File: src/rtl/core/bounded_byte_stream_fifo_macros.svh
// assertion helpers shared by the fifo core
`ifndef BOUNDED_BYTE_STREAM_FIFO_MACROS_SVH
`define BOUNDED_BYTE_STREAM_FIFO_MACROS_SVH

// same-cycle implication, sampled on aclk, off while in reset
`define BBF_ASSERT_IMP(lbl, ante, cons, msg) \
    lbl: assert property (@(posedge aclk) disable iff (!aresetn) (ante) |-> (cons)) \
        else $error(msg);

// next-cycle implication, sampled on aclk, off while in reset
`define BBF_ASSERT_NXT(lbl, ante, cons, msg) \
    lbl: assert property (@(posedge aclk) disable iff (!aresetn) (ante) |=> (cons)) \
        else $error(msg);

`endif

File: src/rtl/core/bbf_pkg.sv
package bbf_pkg;

    // storage geometry
    localparam int BUF_DEPTH = 1024;
    localparam int ADDR_W    = $clog2(BUF_DEPTH);

    // field widths
    localparam int LVL_W     = 11;
    localparam int LEN_W     = 7;
    localparam int BYTE_W    = 8;
    localparam int TOT_W     = 32;
    localparam int OP_W      = 3;

    // longest peek or read burst
    localparam int MAX_BURST = 64;

    // capacity after reset
    localparam logic [LVL_W-1:0] CAP_RESET = LVL_W'(1024);

    // command queue between front and back
    localparam int Q_DEPTH = 2;
    localparam int Q_PTR_W = $clog2(Q_DEPTH);
    localparam int Q_LVL_W = $clog2(Q_DEPTH + 1);

    // operation codes
    typedef enum logic [OP_W-1:0] {
        OP_WRITE  = 3'd0,
        OP_PEEK   = 3'd1,
        OP_POP    = 3'd2,
        OP_READ   = 3'd3,
        OP_END    = 3'd4,
        OP_STATUS = 3'd5
    } op_t;

    // classified command handed from front to back
    typedef struct packed {
        op_t              op;
        logic [BYTE_W-1:0] data;
        logic [LEN_W-1:0]  len;
        logic [LEN_W-1:0]  burst;
    } cmd_t;

    // queue status seen by the front
    typedef struct packed {
        logic full;
    } q_status_t;

    // back-end sequencer states
    typedef enum logic [1:0] {
        B_IDLE,
        B_BURST_RD,
        B_BURST_OUT
    } back_state_t;

endpackage

File: src/rtl/core/bbf_front.sv
module bbf_front (
    input  logic                         s_valid,
    output logic                         s_ready,
    input  logic [bbf_pkg::OP_W-1:0]     s_op,
    input  logic [bbf_pkg::BYTE_W-1:0]   s_data_byte,
    input  logic [bbf_pkg::LEN_W-1:0]    s_length,
    input  bbf_pkg::q_status_t           q_status,
    output logic                         q_push,
    output bbf_pkg::cmd_t                q_cmd
);

    // take an item whenever the queue has a free slot
    assign s_ready = !q_status.full;
    assign q_push  = s_valid && !q_status.full;

    // classify the op; unused codes behave as status
    always_comb begin
        q_cmd.data = s_data_byte;
        q_cmd.len  = s_length;
        unique case (s_op)
            bbf_pkg::OP_WRITE:  q_cmd.op = bbf_pkg::OP_WRITE;
            bbf_pkg::OP_PEEK:   q_cmd.op = bbf_pkg::OP_PEEK;
            bbf_pkg::OP_POP:    q_cmd.op = bbf_pkg::OP_POP;
            bbf_pkg::OP_READ:   q_cmd.op = bbf_pkg::OP_READ;
            bbf_pkg::OP_END:    q_cmd.op = bbf_pkg::OP_END;
            default:            q_cmd.op = bbf_pkg::OP_STATUS;
        endcase
    end

    // burst length saturated for peek and read
    always_comb begin
        if (s_length > bbf_pkg::LEN_W'(bbf_pkg::MAX_BURST)) begin
            q_cmd.burst = bbf_pkg::LEN_W'(bbf_pkg::MAX_BURST);
        end else begin
            q_cmd.burst = s_length;
        end
    end

endmodule

File: config.mk
export PLATFORM = sky130hd
export DESIGN_NAME = bbf_front
export DESIGN_NICKNAME = d
export VERILOG_FILES = /design/src/rtl/core/bounded_byte_stream_fifo_macros.svh /design/src/rtl/core/bbf_pkg.sv /design/src/rtl/core/bbf_front.sv
export SDC_FILE = /design/constraint.sdc
export NUM_CORES = 1
export LEC_CHECK = 0
export ABC_AREA = 1
export BUFFER_PORTS_ARGS = -buffer_cell sky130_fd_sc_hd__buf_2
export CAP_MARGIN = 20
export CELL_PAD_IN_SITES_DETAIL_PLACEMENT = 0
export CELL_PAD_IN_SITES_GLOBAL_PLACEMENT = 1
export CORE_AREA = 4 4 51 48
export DETAILED_ROUTE_END_ITERATION = 16
export DIE_AREA = 0 0 55 52
export GPL_ROUTABILITY_DRIVEN = 0
export PLACE_DENSITY_LB_ADDON = 0.1
export SETUP_SLACK_MARGIN = 0.02
export SKIP_LAST_GASP = 1
export SYNTH_ARGS = -nofsm -noshare
export SYNTH_HDL_FRONTEND = slang
export SYNTH_SLANG_ARGS = --single-unit
File: constraint.sdc
create_clock -name vclk -period 0.8
set_input_delay 0.08 -clock vclk [all_inputs]
set_output_delay 0.08 -clock vclk [all_outputs]
set_load 0.05 [all_outputs]
* Yosys cells after proc, flatten, opt, wreduce, memory -nomap -nowiden
Index checks and enable logic that the tools add are counted.
** Storage, ports and cells
- Register bits after elaboration :: 0
- Input port bits :: 20
- Output and inout bits :: 27
- Logic and storage cells :: 10
** Cells by class
- $lt $le $gt $ge :: 1
- Equal/unequal tests :: 4
- Multiplexer cells :: 2
- Reductions and logical operators :: 3
** Operators by type and width (count)
- 3-bit one-hot mux with 5 select lines :: 1
- 7-bit greater-than comparator (second input constant) :: 1
- 7-bit two-way mux :: 1
- 3-bit by 2-bit == test with 1-bit output (second input constant) :: 2
- 3-bit by 1-bit == test with 1-bit output (second input constant) :: 1
- 3-bit == test (second input constant) :: 1
- 3-bit zero test :: 1
- 1-bit logical AND :: 1
- 1-bit zero test :: 1

* Logic depth before layout (Yosys ltp)
Gate-level depths: netlist of run 1.
- Word-level depth :: 2
- Depth in mapped cells :: 3
- Depth with buffers taken out :: 3

* Worst setup path before layout of run 1
OpenSTA, ideal clock, no wires.
- Kind :: input to output
- Start point :: in s_length[5] (netlist name)
- End point :: out q_cmd[0] (netlist name)
- Arrival time :: 1.075 ns
- Required time :: 0.720 ns
- Setup slack :: -0.355 ns
- Stages :: 3
- Path buffers :: 0
- Path through :: nor2_1 nand3_2 a21oi_1
** RTL lines
- start: declaration :: RTL line bbf_front.sv:6 : input logic [bbf_pkg::LEN_W-1:0] s_length,
- end: declaration :: RTL line bbf_front.sv:9 : output bbf_pkg::cmd_t q_cmd

==> results.md, run 1 <==
* Total track usage at 0.0456
* Synth-to-Final Area Change at 111%
* Final hold violations at 0
* Met2 wire len at 306 µm
* Metal3 WL at 185 µm
* Post-Route WL at ~800 µm
* Grt ovf at 0
* Placed cells at a little over 80
* Metal-1 WL at ~290 µm
* Post-synth top cells: 15 x buf_4, 9 x inv_1, 6 x nor2_1, 4 x a21oi_1, 2 x clkbuf_1
* Slowest CP cell: buf_6
* Setup crit start kind: primary input
* Antenna violations before repair at 0
* Max_slew headroom at 0.807
* CP required at slightly above 0.7 ns
* Final Cycle Share at 1.05
* Largest net degree at the start of global routing at 9
* Synth area leaders: buf_4 51%, inv_1 15%, nor2_1 10%
* Final #Nets at 79
* Worst path cell trace: buf_6 -> nor2_4 -> nand3_4 -> a21oi_4 -> buf_6
* Die H at approximately 52 µm
* Synth area leader: buf_4
* Status: finished with violations
* Dpl hpwl at ~740 µm
* Fmax at 1190 MHz
* Vias at approximately 270
* Syn Inst Count at 39
* Synthesized area at about 220 µm²
* Max Slew Vio Count at 0
* Starting Density at 0.116
* DR vias/cell at 3.32
* Hold Crit Class: in2out
* Most used cell, CP: buf_6
* Final Core Density at 0.245
* Max-Cap Viols at 0
* I/O pin count at 47
* Chip Width at 55 µm
* Row count at 15
* Post-Syn Nets at slightly below 60
* Hold_buf cts at 0
* Post-route insts no fill at 82
* CP Depth at 5
* Yosys warns at 0
* Sequential share of the synthesized area at 0
* Crit path from: s_length[2]
* First-pass GRT wire length at just over 1000 µm
* Final-report setup violation count at 4
* Synth cell types at 8
* I/O Buffers at 31
* Hold path start: s_data_byte[2]
* Leak pwr at approximately 0.00025 µW
* Crit-path max cell delay at about 0.17 ns
* DR iter-0 viols at 0
* CORE AREA at 0.00190 mm²
* Diode count at 0
* Post-CTS Setup Bufs at 0
* Pwr Density at between 800 and 900 mW/mm²
* Layout cells sized above 1 at 0.825
* Register area at 0 µm²
* Full die area at between 0.002 and 0.003 mm²
* Routed Antenna Nets at 0
* Hold depth at 0
* Clkbuf count at 0
* CP arrival at 0.76 ns
* Post-synthesis area per instance at roughly 5.6 µm²
* Post-route minimum period at about 0.84 ns
* Peak supply drop at around 260 µV
* Worst setup EP type: primary output
* Top cell type's share of synthesized area at 0.511
* DR top layer: met4
* Drt first pass iters at 1
* Failing checks: negative setup slack
* FFs & Latches at 0
* Hold Slack at between 0.15 and 0.2 ns
* Most frequent cell after synthesis: buf_4
* WL per Instance at around 9.6 µm
* Filler cells at approximately 210
* Actual slew at the worst max-slew pin at 0.289 ns
* DRC at 0
* Cell family with most CP delay: buffers and inverters
* Worst setup margin at -0.0396 ns
* Vias in the first global route at around 250
* CP Class: in2out
* Buf+Inv Stages, Crit Path at 2
* Peak fanout along the critical path at 4
* Unrepaired setup endpoints after global routing: yes
==> layer usage <==
metal | vias up | global-route usage
met5 | - | 0
met4 | 0 | 0.00405
met3 | 2 | 0.0172
met2 | 31 | 0.0709
met1 | 103 | 0.0612
li1 | 136 | -
==> cells by family after synthesis <==
| kind of cell | share of synthesized area |
|---|---|
| AND/OR/NAND/NOR | 0.176 |
| buffers and inverters | 0.699 |
| AO/OA/AOI/OAI | 0.125 |
==> layout by cell type (no fill, tap or decap) <==
cell type,synthesis,final
buf_4,15,4
nor2_4,0,3
nor2_2,1,4
nand3_4,0,1
clkbuf_4,0,1
buf_2,0,20
a21oi_4,0,4
buf_6,0,10
inv_1,9,9
a21o_1,1,1
==> path summary, 6_finish.rpt <==
| check | end |
|---|---|
| max | q_cmd[1] |
| min | q_cmd[16] |
==> repair_timing <==
item                       in CTS  in global routing
setup endpoints to repair       4                  7
pin swaps                       6                  1
resized for setup              17                  1
==> through the flow <==
stage / TNS [ns] / total power, µW / setup slack [ns] / cell area (µm²)
final: -0.155 / 398 / -0.0396 / 464
after CTS: -0.216 / 401 / -0.0571 / 462
after global routing: -0.280 / 418 / -0.0812 / 464
after global placement: -0.743 / 369 / -0.198 / 399
after floorplan: 0 / 379 / 0.0240 / 303
after detailed placement: -0.743 / 365 / -0.199 / 399
==> power by group <==
part / switching [µW] / total (µW) / internal, µW
Combinational: 269 / 398 / 128
Clock: 0 / 0 / 0
Sequential: 0 / 0 / 0
Total: 269 / 398 / 128
==> area by class of cell <==
type	count	area (µm²)	area share
Inverter	9	33.8	0.0728
Timing Repair Buffer	35	250	0.539
Tap cell	25	31.3	0.0674
Multi-Input combinational cell	13	149	0.321
No activity file was read; power rests on OpenSTA's default activity.
==> run 2: changes to the inputs <==
--- a/config.mk
+++ b/config.mk
@@ -15,6 +15,7 @@
 export DIE_AREA = 0 0 55 52
 export GPL_ROUTABILITY_DRIVEN = 0
 export PLACE_DENSITY_LB_ADDON = 0.1
+export RECOVER_POWER = 100
 export SETUP_SLACK_MARGIN = 0.02
 export SKIP_LAST_GASP = 1
 export SYNTH_ARGS = -nofsm -noshare
==> run 2 against run 1 <==
  * The flow still finishes with violations (negative setup slack)
  * First-iteration DRC count did not move
  * Sequential share of layout area did not move
  * Maximum frequency barely moved
  * Power fell by 0.26%
  * Critical path type unchanged
  * Critical endpoint unchanged
==> results.md, run 2 (synthesis gave the netlist of run 1 again) <==
* Fmax at 1190 MHz (about the same)
* Total track usage at 0.0456 (unchanged)
* Final instance area at 462 µm² (-0.54%)
* I/O pin count at 47 (unchanged)
* Worst setup margin at -0.0400 ns (-0.000475 ns)
* Vias at 268 (-1.5%)
* FFs & Latches at 0 (unchanged)
* Most common cell after layout, fill and taps aside: clkbuf_2
* Post-Route WL at 786 µm (+0.13%)
* Hold Crit Class: in2out
* Diode count at 0 (unchanged)
* CP Class: in2out
* Routed Antenna Nets at 0 (unchanged)
* Max-Cap Viols at 0 (unchanged)
* Final hold violations at 0 (unchanged)
* Chip Width at 55 µm (unchanged)
* Busiest grt layer: met2
* Hold depth at 0 (unchanged)
* WL per Instance at 9.59 µm (+0.13%)
* DR vias/cell at 3.27 (-1.5%)
* Peak supply drop at 257 µV (about the same)
* Final #Nets at 79 (unchanged)
* CP required at 0.72 ns (about the same)
* Commonest non-fill, non-tap cells in the layout: 11 x clkbuf_2, 10 x buf_2, 10 x buf_6, 9 x inv_1
* Failing checks: negative setup slack
* Vias in the first global route at 248 (unchanged)
* Worst setup EP type: primary output
* Unrepaired setup endpoints after global routing: yes
* Layout cells sized above 1 at 0.825 (unchanged)
* Hold_buf cts at 0 (unchanged)
* Row count at 15 (unchanged)
* Final Core Density at 0.244 (-0.00132)
* Synth-to-Final Area Change at 110%
* Max Slew Vio Count at 0 (unchanged)
* Drt first pass iters at 1 (unchanged)
* Placed cells at 82 (unchanged)
* Status: finished with violations
* Setup crit start kind: primary input
* Clkbuf count at 0 (unchanged)
* Final Power at 397 µW (-0.26%)
* DRC at 0 (unchanged)
* CORE AREA at 0.00190 mm² (unchanged)
* Dpl cell area at 399 µm² (unchanged)
* Grt ovf at 0 (unchanged)
* Largest net degree at the start of global routing at 9 (unchanged)
* Full die area at 0.00286 mm² (unchanged)
* Die H at 52 µm (unchanged)
* Pwr Density at 859 mW/mm² (+0.28%)
* Met1 Usage GRT at 0.0612 (unchanged)
* Leak pwr at 0.000248 µW (+0.63%)
* Peak fanout along the critical path at 4 (unchanged)
* Grt met3 use at 0.0172 (unchanged)
* I/O Buffers at 31 (unchanged)
* Final Cycle Share at 1.05 (about the same)
* Grt met2 use at 0.0709 (unchanged)
* Actual slew at the worst max-slew pin at 0.289 ns (-0.000849 ns)
* CP arrival at 0.76 ns (about the same)
* Register area at 0 µm² (unchanged)
* First-pass GRT wire length at 1030 µm (unchanged)
* Dpl hpwl at 735 µm (unchanged)
* Final-report setup violation count at 4 (unchanged)
* Antenna violations before repair at 0 (unchanged)
* DR iter-0 viols at 0 (unchanged)
* Starting Density at 0.116 (unchanged)
* Post-CTS Setup Bufs at 0 (unchanged)
* Max_slew headroom at 0.808 (about the same)
* Post-route minimum period at 0.840 ns (+0.000475 ns)
* Post-route insts no fill at 82 (unchanged)
[run 2: changes by cell type in the layout (fill, tap and decap cells not counted)]
cell,previous run,this run
clkbuf_4,1,0
buf_2,20,10
clkbuf_2,0,11
[run 2: final timing paths]
path | start | end
min | s_data_byte[2] | q_cmd[16]
max | s_length[2] | q_cmd[1]
[run 2: layout make-up]
type,instances,area [µm²]
fill,213,1430
tap,25,31.3
timing repair buffer,35,248
multi-input combinational,13,149
inverter,9,33.8
[run 2: routing by layer]
metal | up-vias | wire (µm)
li1 | 135 | -
met4 | 0 | 2
met5 | - | 0
met2 | 31 | 301
met1 | 100 | 297
met3 | 2 | 184
[run 2: critical path, stage by stage]
cell	delay, ns
buf_6	0.10
nor2_4	0.11
nand3_4	0.15
a21oi_4	0.15
buf_6	0.17
[run 2: where the power goes]
| part | total, µW | leakage (µW) | switching (µW) | internal (µW) |
|---|---|---|---|---|
| logic | 397 | 0.000248 | 270 | 126 |
| clock network | 0 | 0 | 0 | 0 |
| registers | 0 | 0 | 0 | 0 |
| total | 397 | 0.000248 | 270 | 126 |
[run 2: timing repair]
item                       4_1_cts  5_1_grt
setup endpoints to repair        4        7
gates resized for setup         17        1
pin swaps                        6        1
hold endpoints to repair         0        0
[run 2: through the flow]
| stage | setup TNS, ns | hold slack [ns] | setup WS, ns |
|---|---|---|---|
| after global routing | -0.280 | 0.160 | -0.0812 |
| final | -0.154 | 0.160 | -0.0400 |
| after floorplan | 0 | 0.254 | 0.0240 |
| after CTS | -0.216 | 0.161 | -0.0571 |
| after detailed placement | -0.743 | 0.161 | -0.199 |
| after global placement | -0.743 | 0.161 | -0.198 |
