**config.mk**
```make
export PLATFORM = sky130hd
export DESIGN_NAME = bbf_queue
export DESIGN_NICKNAME = d
export VERILOG_FILES = /design/src/rtl/core/bounded_byte_stream_fifo_macros.svh /design/src/rtl/core/bbf_pkg.sv /design/src/rtl/core/bbf_queue.sv
export SDC_FILE = /design/constraint.sdc
export NUM_CORES = 1
export LEC_CHECK = 0
export BUFFER_PORTS_ARGS = -buffer_cell sky130_fd_sc_hd__buf_2
export CORE_MARGIN = 5
export CORE_UTILIZATION = 35
export CTS_CLUSTER_DIAMETER = 50
export DETAILED_ROUTE_END_ITERATION = 12
export GPL_ROUTABILITY_DRIVEN = 0
export PLACE_DENSITY = 0.67
export SLEW_MARGIN = 20
export SYNTH_ARGS = -nofsm -noshare
export SYNTH_HDL_FRONTEND = slang
export SYNTH_SLANG_ARGS = --single-unit
export TNS_END_PERCENT = 10
```
**constraint.sdc**
```tcl
create_clock -name aclk -period 5.2 [get_ports aclk]
set_clock_uncertainty 0.1 [all_clocks]
set_input_delay 0.26 -clock aclk [delete_from_list [all_inputs] [get_ports aclk]]
set_output_delay 0.26 -clock aclk [all_outputs]
set_load 0.03 [all_outputs]
```
**src/rtl/core/bounded_byte_stream_fifo_macros.svh**
```systemverilog
// assertion helpers shared by the fifo core
`ifndef BOUNDED_BYTE_STREAM_FIFO_MACROS_SVH
`define BOUNDED_BYTE_STREAM_FIFO_MACROS_SVH

// same-cycle implication, sampled on aclk, off while in reset
`define BBF_ASSERT_IMP(lbl, ante, cons, msg) \
    lbl: assert property (@(posedge aclk) disable iff (!aresetn) (ante) |-> (cons)) \
        else $error(msg);

// next-cycle implication, sampled on aclk, off while in reset
`define BBF_ASSERT_NXT(lbl, ante, cons, msg) \
    lbl: assert property (@(posedge aclk) disable iff (!aresetn) (ante) |=> (cons)) \
        else $error(msg);

`endif

```
**src/rtl/core/bbf_pkg.sv**
```systemverilog
package bbf_pkg;

    // storage geometry
    localparam int BUF_DEPTH = 1024;
    localparam int ADDR_W    = $clog2(BUF_DEPTH);

    // field widths
    localparam int LVL_W     = 11;
    localparam int LEN_W     = 7;
    localparam int BYTE_W    = 8;
    localparam int TOT_W     = 32;
    localparam int OP_W      = 3;

    // longest peek or read burst
    localparam int MAX_BURST = 64;

    // capacity after reset
    localparam logic [LVL_W-1:0] CAP_RESET = LVL_W'(1024);

    // command queue between front and back
    localparam int Q_DEPTH = 2;
    localparam int Q_PTR_W = $clog2(Q_DEPTH);
    localparam int Q_LVL_W = $clog2(Q_DEPTH + 1);

    // operation codes
    typedef enum logic [OP_W-1:0] {
        OP_WRITE  = 3'd0,
        OP_PEEK   = 3'd1,
        OP_POP    = 3'd2,
        OP_READ   = 3'd3,
        OP_END    = 3'd4,
        OP_STATUS = 3'd5
    } op_t;

    // classified command handed from front to back
    typedef struct packed {
        op_t              op;
        logic [BYTE_W-1:0] data;
        logic [LEN_W-1:0]  len;
        logic [LEN_W-1:0]  burst;
    } cmd_t;

    // queue status seen by the front
    typedef struct packed {
        logic full;
    } q_status_t;

    // back-end sequencer states
    typedef enum logic [1:0] {
        B_IDLE,
        B_BURST_RD,
        B_BURST_OUT
    } back_state_t;

endpackage

```
**src/rtl/core/bbf_queue.sv**
```systemverilog
module bbf_queue (
    input  logic                aclk,
    input  logic                aresetn,
    input  logic                push,
    input  bbf_pkg::cmd_t       push_cmd,
    output bbf_pkg::q_status_t  status,
    input  logic                pop,
    output logic                pop_valid,
    output bbf_pkg::cmd_t       pop_cmd
);

    bbf_pkg::cmd_t                    entry_reg [bbf_pkg::Q_DEPTH];
    logic [bbf_pkg::Q_PTR_W-1:0]      wr_ptr_reg, wr_ptr_next;
    logic [bbf_pkg::Q_PTR_W-1:0]      rd_ptr_reg, rd_ptr_next;
    logic [bbf_pkg::Q_LVL_W-1:0]      lvl_reg, lvl_next;
    logic                             do_push, do_pop;

    assign status.full = (lvl_reg == bbf_pkg::Q_LVL_W'(bbf_pkg::Q_DEPTH));
    assign pop_valid   = (lvl_reg != '0);
    assign pop_cmd     = entry_reg[rd_ptr_reg];
    assign do_push     = push && !status.full;
    assign do_pop      = pop && pop_valid;

    // pointer and level update
    always_comb begin
        wr_ptr_next = wr_ptr_reg;
        rd_ptr_next = rd_ptr_reg;
        lvl_next    = lvl_reg;
        if (do_push) begin
            wr_ptr_next = (wr_ptr_reg == bbf_pkg::Q_PTR_W'(bbf_pkg::Q_DEPTH - 1)) ?
                          '0 : wr_ptr_reg + bbf_pkg::Q_PTR_W'(1);
        end
        if (do_pop) begin
            rd_ptr_next = (rd_ptr_reg == bbf_pkg::Q_PTR_W'(bbf_pkg::Q_DEPTH - 1)) ?
                          '0 : rd_ptr_reg + bbf_pkg::Q_PTR_W'(1);
        end
        if (do_push && !do_pop) begin
            lvl_next = lvl_reg + bbf_pkg::Q_LVL_W'(1);
        end else if (do_pop && !do_push) begin
            lvl_next = lvl_reg - bbf_pkg::Q_LVL_W'(1);
        end
    end

    // control registers
    always_ff @(posedge aclk) begin
        if (!aresetn) begin
            wr_ptr_reg <= '0;
            rd_ptr_reg <= '0;
            lvl_reg    <= '0;
        end else begin
            wr_ptr_reg <= wr_ptr_next;
            rd_ptr_reg <= rd_ptr_next;
            lvl_reg    <= lvl_next;
        end
    end

    // entry storage
    always_ff @(posedge aclk) begin
        if (do_push) begin
            entry_reg[wr_ptr_reg] <= push_cmd;
        end
    end

endmodule

```
# Word-level counts from Yosys, hierarchy flattened
# Memory sizes are Yosys's and may differ from the RTL's. A register that Yosys moved wholly into a read port is not among the register bits.
# Index checks and enable logic that the tools add are counted.
[totals]
reg_bits = 4
ram_bits = 50
elab_cells = 26
mem_count = 1
[mem_list]
columns = ["name", "words", "word_bits", "read_ports", "rd_clocked_by_memory_dff", "wr", "line_no", "source"]
rows = [
  ["entry_reg", 2, 25, 1, 1, 1, "bbf_queue.sv:12", "bbf_pkg::cmd_t entry_reg [bbf_pkg::Q_DEPTH];"],
]
[classes]
add_sub_neg = 4
n_eq_ne = 1
mux = 8
reduce_logical = 9
[ops]
columns = ["op", "count"]
rows = [
  ["$mux W1", 6],
  ["$logic_and A1 B1 Y1", 4],
  ["$mux W2", 2],
  ["$reduce_bool A2 Y1", 2],
  ["$logic_not A1 Y1", 3],
  ["$add A1 B1 Y1 const B", 2],
  ["$add A2 B1 Y2 const B", 1],
  ["$eq A2 B2 Y1 const B", 1],
  ["$sub A2 B1 Y2 const B", 1],
]

# Depth between registers and ports, before layout
# Gate-level depths: netlist of the first run.
[depth]
word_depth = 7
mapped_depth = 7
mapped_depth_nobuf = 7

# Worst setup path after synthesis of the first run
# OpenSTA, ideal clock, no wires.
[synth_timing]
path_kind = "register to register"
from = "register lvl_reg[0] (netlist bit)"
to = "memory entry_reg[0][0] (netlist bit), enable pin"
t_arrival_ps = 1673
required_ps = 4695
setup_slack_ps = 3022
stages_incl_launch_ff = 4
path_buffers = 0
synth_period_minus_slack_ps = 2178
cell_sequence = "dfxtp_1 > nand2b_1 > inv_2 > nor3_2"
[synth_via]
elab_chain_len = 5
[synth_lines]
columns = ["element", "line_no", "source"]
rows = [
  ["start: declaration", "bbf_queue.sv:15", "logic [bbf_pkg::Q_LVL_W-1:0] lvl_reg, lvl_next;"],
  ["start signal: assignment", "bbf_queue.sv:53", "lvl_reg <= lvl_next;"],
  ["$eq A2 B2 Y1", "bbf_queue.sv:18", "assign status.full = (lvl_reg == bbf_pkg::Q_LVL_W'(bbf_pkg::Q_DEPTH));"],
  ["via status", "bbf_queue.sv:6", "output bbf_pkg::q_status_t status,"],
  ["$logic_not A1 Y1", "bbf_queue.sv:21", "assign do_push = push && !status.full;"],
  ["$logic_and A1 B1 Y1", "bbf_queue.sv:21", ""],
  ["$mux W1", "bbf_queue.sv:59", "if (do_push) begin"],
  ["$mux W1 (implied by the code)", "bbf_queue.sv:60", "entry_reg[wr_ptr_reg] <= push_cmd;"],
  ["end: declaration", "bbf_queue.sv:12", ""],
]
# The timed path passes the listed nets, and every way through them passes these cells.

==> results_dict.tcl, run 1 <==
set metrics [dict create \
    status "complete, no violations" \
    p_leak_uw 0.000938 \
    grt_max_degree 27 \
    area_delta_synth_final_pct 22.2 \
    finalWorstSetupSlack_ns 3.21 \
    dpl.hpwl_microns 2550 \
    synth_seq_cells 55 \
    drt_iter0_markers 31 \
    place_ws_ns 3.10 \
    nNetsFinal 193 \
    syn_avg_cell_area_sq_um 19.8 \
    drt-pass1-iter-count 4 \
    min_from "push_cmd[24]" \
    dp_cells 227 \
    largest_register_ffs 50 \
    track_usage_pct 9.71 \
    rsz0062_at_grt "false" \
    grt_pass1_wl_microns 5370 \
    r2r_slack_ns 3.32 \
    power_uw 1240 \
    clkTransAtPathRegs_ns 0.09 \
    final_core_util_pct 44.7 \
    synth_fp_nets 133 \
    hold_viol 0 \
    seq_area_sq_um 1600 \
    hold_path_class "primary input to flop" \
    postCtsSetupBuffers 0 \
    arrival_ns 1.63 \
    rr_worst_depth 4 \
    wl_microns 3640 \
    hold_end "entry_reg[1][24]" \
    setup_tns_ns 0 \
    cts_resized 0 \
    drv_cap 0 \
    worstMarginPinSlew_ns 0.727 \
    io-pin-count 56 \
    slew_viol_final 0 \
    yosysMostFrequentCell "edfxtp_1" \
    overflow 0 \
    netlist_top_cells_area "edfxtp_1 (74%), mux2_2 (14%), dfxtp_1 (4.9%), and2_1 (0.92%), xnor2_1 (0.86%)" \
    crit_path_end_kind "output port" \
    cts.htree.levels 2 \
    synth_common_cells "edfxtp_1 (50), mux2_2 (25), dfxtp_1 (5)" \
    synth_ff_type "edfxtp_1" \
    fin_crit_sh_pct 38.2 \
    wl_per_cell_microns 15.4 \
    yosysWarnings 0 \
    vias 1064 \
    synth_top_area_share_pct 73.6 \
    p_per_area_nw_per_um2 496 \
    clkSinkCount 55 \
    die_w_microns 86.3 \
    antennaDiodeCount 0 \
    antenna_found_initial 0 \
    die_area_sq_um 7450 \
    initial_core_util_pct 36.6 \
    synth_cell_type_count 22 \
    path_class "flop to output port" \
    yosysSeqAreaShare_pct 78.5 \
    critPathLaunchType "flop" \
    fill_cells 504 \
    die_h_microns 86.3 \
    multi_input_area_sq_um 418 \
    drive_gt1_share_pct 57.3 \
    synth-edff-count 50 \
    drc 0 \
    rows 27 \
    crit_chain "mux2_2 -> buf_2" \
    port-buffer-count 55 \
    max_stage_delay_ns 0.73 \
    synth_top_area_cell "edfxtp_1" \
    core_sq_um 5570 \
    vias_per_cell 4.51 \
    cts_root_buf "clkbuf_8" \
    hold_buffers 0 \
    required_ns 4.84 \
    ant_nets 0 \
    async_flop_share_pct 0 \
    syn_area_sq_um 2040 \
    finalNonFillerCells 236 \
    fmax_ghz 0.503 \
    grt_pass1_vias 1139 \
    clock_path_buffers 2 \
    reg2reg_from "lvl_reg[0]" \
    vdd_drop_max_mv 0.184 \
    crit_path_top_delay_cell "dfxtp_2" \
    clock_latency_ns 0.30 \
    slew-limit-headroom_pct 51.4 \
    cts_tree "built" \
    numCtsBuffers 5 \
    r2r_end "entry_reg[0][18]" \
    fin_crit_ns 1.99 \
    worst-path-max-fanout 25 \
    hold-path-cell-count 1 \
    finalSetupViolCount 0 \
    syn_inst 103 \
]
==> metrics by stage <==
step           instance area, sq um  hold WS (ns)
2_1_floorplan                  2040         0.259
3_3_place_gp                   2390         0.350
3_5_place_dp                   2390         0.352
4_1_cts                        2470        0.0378
5_1_grt                        2490        0.0225
6_report                       2490        0.0460
==> where the power goes <==
part / switching [uW] / total [uW] / internal (uW)
clock network: 124 / 217 / 92.3
registers: 47.7 / 606 / 558
logic: 255 / 414 / 159
==> cells in the final DEF (no fill, tap or decap) <==
master,netlist,final
nor2_1,1,1
and3_2,0,1
mux2_2,25,25
inv_2,1,1
edfxtp_1,50,50
dfxtp_2,0,1
xor2_1,1,1
o21ai_1,1,1
o21ai_0,1,1
a21boi_1,1,1
ha_1,1,1
dfxtp_1,5,4
and2_1,3,3
or3_1,1,1
inv_1,1,1
clkinv_2,0,3
nand2b_1,1,1
buf_2,1,55
or2_2,1,1
buf_8,0,1
clkbuf_8,0,5
xnor2_1,2,2
o21a_1,1,1
nor3_4,0,1
a21boi_0,1,1
==> layout make-up <==
| cell class | instances | share of cell area (%) |
|---|---|---|
| Sequential cell | 55 | 64.3 |
| Multi-Input combinational cell | 43 | 16.8 |
| Timing Repair Buffer | 56 | 11.6 |
| Tap cell | 72 | 3.61 |
| Clock buffer | 5 | 2.76 |
| Clock inverter | 3 | 0.602 |
| Inverter | 2 | 0.301 |
==> routing by layer <==
layer / up-vias / global-route usage [%] / share of wire, %
li1: 512 / - / -
met2: 31 / 17.5 / 53
met5: - / 0 / 0
met3: 5 / 3.80 / 6.1
met1: 516 / 9.86 / 39
met4: 0 / 4.25 / 2.0
==> cells by family after synthesis <==
logic type,Yosys count,share of synthesized area (%)
buffers and inverters,5,1.35
adder cells (fa/ha/maj),1,0.613
AO/OA/AOI/OAI,5,1.60
multiplexers,25,13.8
flip-flops,55,78.5
XOR/XNOR,3,1.29
AND/OR/NAND/NOR,9,2.82
==> worst max-delay path: cells and delay by family (launching register included) <==
family,cells,cell delay (ns)
flip-flops,1,0.73
multiplexers,1,0.42
buffers and inverters,1,0.18
==> worst max path at each step <==
stage	slack, ns	to	cells past startpoint	from
2_1_floorplan	3.02	entry_reg[0][0]	3	lvl_reg[0]
3_3_place_gp	3.18	pop_cmd[14]	2	flop
3_5_place_dp	3.10	entry_reg[0][13]	3	lvl_reg[0]
4_1_cts	2.78	pop_cmd[4]	2	flop
5_1_grt	3.11	pop_cmd[4]	2	flop
6_report	3.21	pop_cmd[4]	2	flop
(Power assumes the default switching activity.)
==> run 2, diff against run 1 <==
==> constraint.sdc (replaced) <==
create_clock -name aclk -period 2.1 [get_ports aclk]
set_clock_uncertainty 0.1 [all_clocks]
set_input_delay 0.105 -clock aclk [delete_from_list [all_inputs] [get_ports aclk]]
set_output_delay 0.105 -clock aclk [all_outputs]
set_load 0.03 [all_outputs]
==> run 2 against run 1 <==
Compared with the run above: sequential share of layout area shrank 7.3 points; register-to-register slack lost 3.0 ns; via count grew 10%; critical path type is now flop to flop; largest power group unchanged; core utilization grew 5.7 points; non-clock buffer count grew 28.
==> results_dict.tcl, run 2 (synthesis results as in run 1) <==
set metrics [dict create \
    io-pin-count 56 \
    drc 0 \
    largest_register_ffs 50 \
    area_delta_synth_final_pct 37.8 \
    vias 1173 \
    hold_viol 0 \
    track_usage_pct 10.9 \
    max_stage_delay_ns 0.42 \
    arrival_ns 1.88 \
    r2r_slack_ns 0.36 \
    slew-limit-headroom_pct 77.2 \
    cts_root_buf "clkbuf_8" \
    cpLargestDelayFamily "simple AND/OR/NAND/NOR gates" \
    cts_resized 0 \
    rsz0062_at_grt "false" \
    ant_nets 0 \
    grt_pass1_wl_microns 6140 \
    die_area_sq_um 7450 \
    numCtsBuffers 5 \
    final_common_cell "buf_2" \
    clock_path_buffers 2 \
    fin_crit_ns 1.74 \
    die_h_microns 86.3 \
    rows 27 \
    final_cell_mix "buf_2 (55), edfxtp_1 (50), dlygate4sd3_1 (26)" \
    dpl-instance-area_sq_um 2410 \
    clock_latency_ns 0.30 \
    critPathLaunchType "flop" \
    worstMarginPinSlew_ns 0.342 \
    path_class "flop to flop" \
    rr_worst_depth 6 \
    hold_buffers 26 \
    final_core_util_pct 50.4 \
    cts.htree.levels 2 \
    crit_path_end_kind "flop" \
    cts_tree "built" \
    fmax_ghz 0.575 \
    drv_cap 0 \
    crit_path_top_delay_cell "dfxtp_1" \
    port-buffer-count 55 \
    vias_per_cell 4.44 \
    overflow 0 \
    die_w_microns 86.3 \
    p_leak_uw 0.00107 \
    p_per_area_nw_per_um2 1200 \
    core_sq_um 5570 \
    drt-pass1-iter-count 4 \
    worst-path-max-fanout 5 \
    grt_pass1_vias 1268 \
    grt_max_degree 26 \
    fill_cells 479 \
    antennaDiodeCount 0 \
    hold-path-cell-count 3 \
    reg2reg_from "lvl_reg[0]" \
    finalInstanceArea_sq_um 2810 \
    fin_crit_sh_pct 82.9 \
    slew_viol_final 0 \
    postCtsSetupBuffers 0 \
    crit_chain "nand2b_1 -> inv_2 -> nor2_1 -> ha_1 -> or3_1 -> a21boi_1" \
    wl_per_cell_microns 14.6 \
    nNetsFinal 221 \
    hold_end "wr_ptr_reg" \
    vdd_drop_max_mv 0.491 \
    dpl.hpwl_microns 2600 \
    clkSinkCount 55 \
    finalSetupViolCount 0 \
    drive_gt1_share_pct 49.0 \
    clkTransAtPathRegs_ns 0.09 \
    hold_path_class "primary input to flop" \
    setup_tns_ns 0 \
    min_from "push" \
    r2r_end "lvl_reg[1]" \
    drt_iter0_markers 80 \
    status "complete, no violations" \
    wl_microns 3840 \
    antenna_found_initial 0 \
    required_ns 2.23 \
    initial_core_util_pct 36.6 \
    path_buf_inv 1 \
]
==> run 2: cell types whose count changed in the layout (fill, tap and decap cells not counted), sizes merged <==
cell	change
clkinv	-3
dlygate4sd3	+26
clkinvlp	+1
buf	+2
bufinv	+2
==> run 2: report_power, final <==
group / switching (uW) / total (uW) / internal (uW) / leakage, uW
Sequential: 53.0 / 1430 / 1380 / 0.000508
Combinational: 710 / 1140 / 429 / 0.000499
Clock: 321 / 796 / 475 / 0.0000644
==> run 2: metrics by stage <==
stage / std cells / setup slack, ns / hold WS, ns / total power [uW]
6_report: 264 / 0.360 / 0.0776 / 3370
3_3_place_gp: 230 / 0.527 / 0.195 / 2540
4_1_cts: 264 / 0.349 / 0.0708 / 3410
5_1_grt: 264 / 0.250 / 0.0705 / 3540
2_1_floorplan: 103 / 0.304 / 0.104 / 2270
3_5_place_dp: 230 / 0.385 / 0.196 / 2570
==> run 2: how the worst max path moves through the flow <==
| stage | from | end | slack (ns) | depth (start not counted) |
|---|---|---|---|---|
| 5_1_grt | lvl_reg[0] | lvl_reg[1] | 0.25 | 6 |
| 6_report | lvl_reg[0] | lvl_reg[1] | 0.36 | 6 |
| 3_5_place_dp | lvl_reg[0] | lvl_reg[1] | 0.38 | 6 |
| 2_1_floorplan | lvl_reg[0] | entry_reg[0][0] | 0.30 | 3 |
| 3_3_place_gp | lvl_reg[0] | lvl_reg[1] | 0.53 | 6 |
| 4_1_cts | flop | pop_cmd[6] | 0.35 | 3 |
==> run 2: layer usage <==
layer  track usage (%)  vias up  wire, microns
met5                 0        -              0
met2              19.1       37           2100
li1                  -      568              -
met3              2.76        4            240
met1              12.2      564           1440
met4              5.38        0             54
==> run 2: area by class of cell <==
cell class	instances	area (sq um)	share of cell area, %
Tap cell	72	90.1	3.21
Inverter	2	7.51	0.267
Clock buffer	5	68.8	2.45
Clock inverter	3	67.6	2.40
Multi-Input combinational cell	43	417	14.8
Timing Repair Buffer	84	558	19.9
Sequential cell	55	1600	57.0
==> run 2: worst min-delay path, stage by stage <==
cell	delay, ns
buf_2	0.10
a21boi_0	0.07
o21a_1	0.16
==> run 3, diff against run 2 <==
==> constraint.sdc (replaced) <==
create_clock -name aclk -period 1.63 [get_ports aclk]
set_clock_uncertainty 0.1 [all_clocks]
set_input_delay 0.0815 -clock aclk [delete_from_list [all_inputs] [get_ports aclk]]
set_output_delay 0.0815 -clock aclk [all_outputs]
set_load 0.03 [all_outputs]
==> run 3 against run 2 <==
Compared with the run above: clock power down 13%; critical path type unchanged; cell count up 2.7%; total power rose by 24%.
==> results_dict.tcl, run 3 (synthesis results as in run 1) <==
set metrics [dict create \
    cts_tree "built" \
    antenna_found_initial 0 \
    setup_tns_ns 0 \
    crit_chain "nand2b_4 -> clkinv_4 -> nor2_2 -> ha_2 -> xor2_2 -> or3_1 -> a21boi_2" \
    p_leak_uw 0.00108 \
    dpl-instance-area_sq_um 2450 \
    dpl.hpwl_microns 2650 \
    overflow 0 \
    crit_path_end_kind "flop" \
    area_delta_synth_final_pct 39.4 \
    critPathLaunchType "flop" \
    die_h_microns 86.3 \
    die_area_sq_um 7450 \
    clkSinkCount 55 \
    final_common_cell "buf_2" \
    max_stage_delay_ns 0.37 \
    drt-pass1-iter-count 4 \
    clock_latency_ns 0.29 \
    vdd_drop_max_mv 0.777 \
    ant_nets 0 \
    cts_root_buf "clkbuf_8" \
    arrival_ns 1.72 \
    io-pin-count 56 \
    largest_register_ffs 50 \
    drt_iter0_markers 63 \
    final_cell_mix "buf_2 (55), edfxtp_1 (50), dlygate4sd3_1 (26)" \
    numCtsBuffers 5 \
    die_w_microns 86.3 \
    initial_core_util_pct 36.6 \
    fin_crit_sh_pct 97.4 \
    rows 27 \
    nNetsFinal 228 \
    drive_gt1_share_pct 53.3 \
    fmax_ghz 0.630 \
    finalInstanceArea_sq_um 2840 \
    slew_viol_final 0 \
    track_usage_pct 11.1 \
    path_class "flop to flop" \
    fin_crit_ns 1.59 \
    grt_pass1_vias 1356 \
    drc 0 \
    rsz0062_at_grt "true" \
    hold_path_class "primary input to flop" \
    final_core_util_pct 51.0 \
    status "complete, no violations" \
    clkTransAtPathRegs_ns 0.09 \
    wl_per_cell_microns 14.6 \
    cts.htree.levels 2 \
    core_sq_um 5570 \
    antennaDiodeCount 0 \
    grt_pass1_wl_microns 6290 \
    finalSetupViolCount 0 \
    port-buffer-count 55 \
    worstMarginPinSlew_ns 0.244 \
    required_ns 1.76 \
    vias 1196 \
    hold_viol 0 \
    wl_microns 3950 \
    grt_max_degree 17 \
    vias_per_cell 4.41 \
    worst-path-max-fanout 5 \
    clock_path_buffers 2 \
    drv_cap 0 \
    p_per_area_nw_per_um2 1460 \
    slew-limit-headroom_pct 83.6 \
    crit_path_top_delay_cell "dfxtp_4" \
]
-- run 3: changes by cell type in the layout (fill, tap and decap cells not counted), moves of 2 or more --
| cell | previous run | this run |
|---|---|---|
| buf_4 | 3 | 10 |
| clkinv_1 | 0 | 2 |
| bufinv_16 | 2 | 0 |
| dfxtp_1 | 5 | 3 |
-- run 3: area by class of cell --
cell class | instances | area (sq um)
multi-input combinational | 43 | 440
fill | 469 | 2730
sequential | 55 | 1610
inverter | 2 | 12.5
clock buffer | 5 | 68.8
timing repair buffer | 91 | 611
tap | 72 | 90.1
clock inverter | 3 | 15.0
-- run 3: timing repair --
| action | 4_1_cts | 5_1_grt |
|---|---|---|
| hold endpoints to repair | 55 | 0 |
| gates resized for setup | 1 | 6 |
| endpoints found under the setup margin | 1 | 12 |
| hold buffers | 26 | 0 |
| pin swaps | 0 | 3 |
| buffers inserted | 0 | 4 |
-- run 3: where the power goes --
part,switching (uW),internal [uW]
clock,397,292
combinational,953,658
sequential,74.3,1780
-- run 3: worst paths after layout --
| check | from | to | slack [ns] | depth (start not counted) |
|---|---|---|---|---|
| setup / recovery | lvl_reg[0] | lvl_reg[1] | 0.04 | 7 |
| hold / removal | push | wr_ptr_reg | 0.07 | 3 |
| setup reg to reg | lvl_reg[0] | lvl_reg[1] | 0.04 | 7 |
| hold reg to reg | lvl_reg[1] | lvl_reg[1] | 0.47 | 2 |
-- run 3: per-stage QoR --
stage          power, uW  setup slack, ns  hold WS (ns)  instances
3_3_place_gp        3330            0.104         0.169        233
5_1_grt             4390          -0.0298        0.0784        271
3_5_place_dp        3380           0.0193         0.173        233
2_1_floorplan       2960           -0.114        0.0804        103
6_report            4160           0.0425        0.0654        271
4_1_cts             4140        0.0000182        0.0536        267
-- run 3: critical path, delay by kind of cell, from the launching register on --
kind                       cells  cell delay, ns
AOI/OAI and AO/OA              1            0.12
xor gates and xnor gates       1            0.15
adders and majority gates      1            0.19
buffers and inverters          1            0.05
DFF                            1            0.37
and+or+nand+nor                3            0.55
-- run 3: metal layers --
metal | up-vias | GRT usage [%] | wire, microns
met1 | 574 | 12.5 | 1560
met4 | 0 | 3.40 | 33
met5 | - | 0 | 0
met3 | 4 | 3.99 | 255
li1 | 580 | - | -
met2 | 38 | 19.5 | 2110
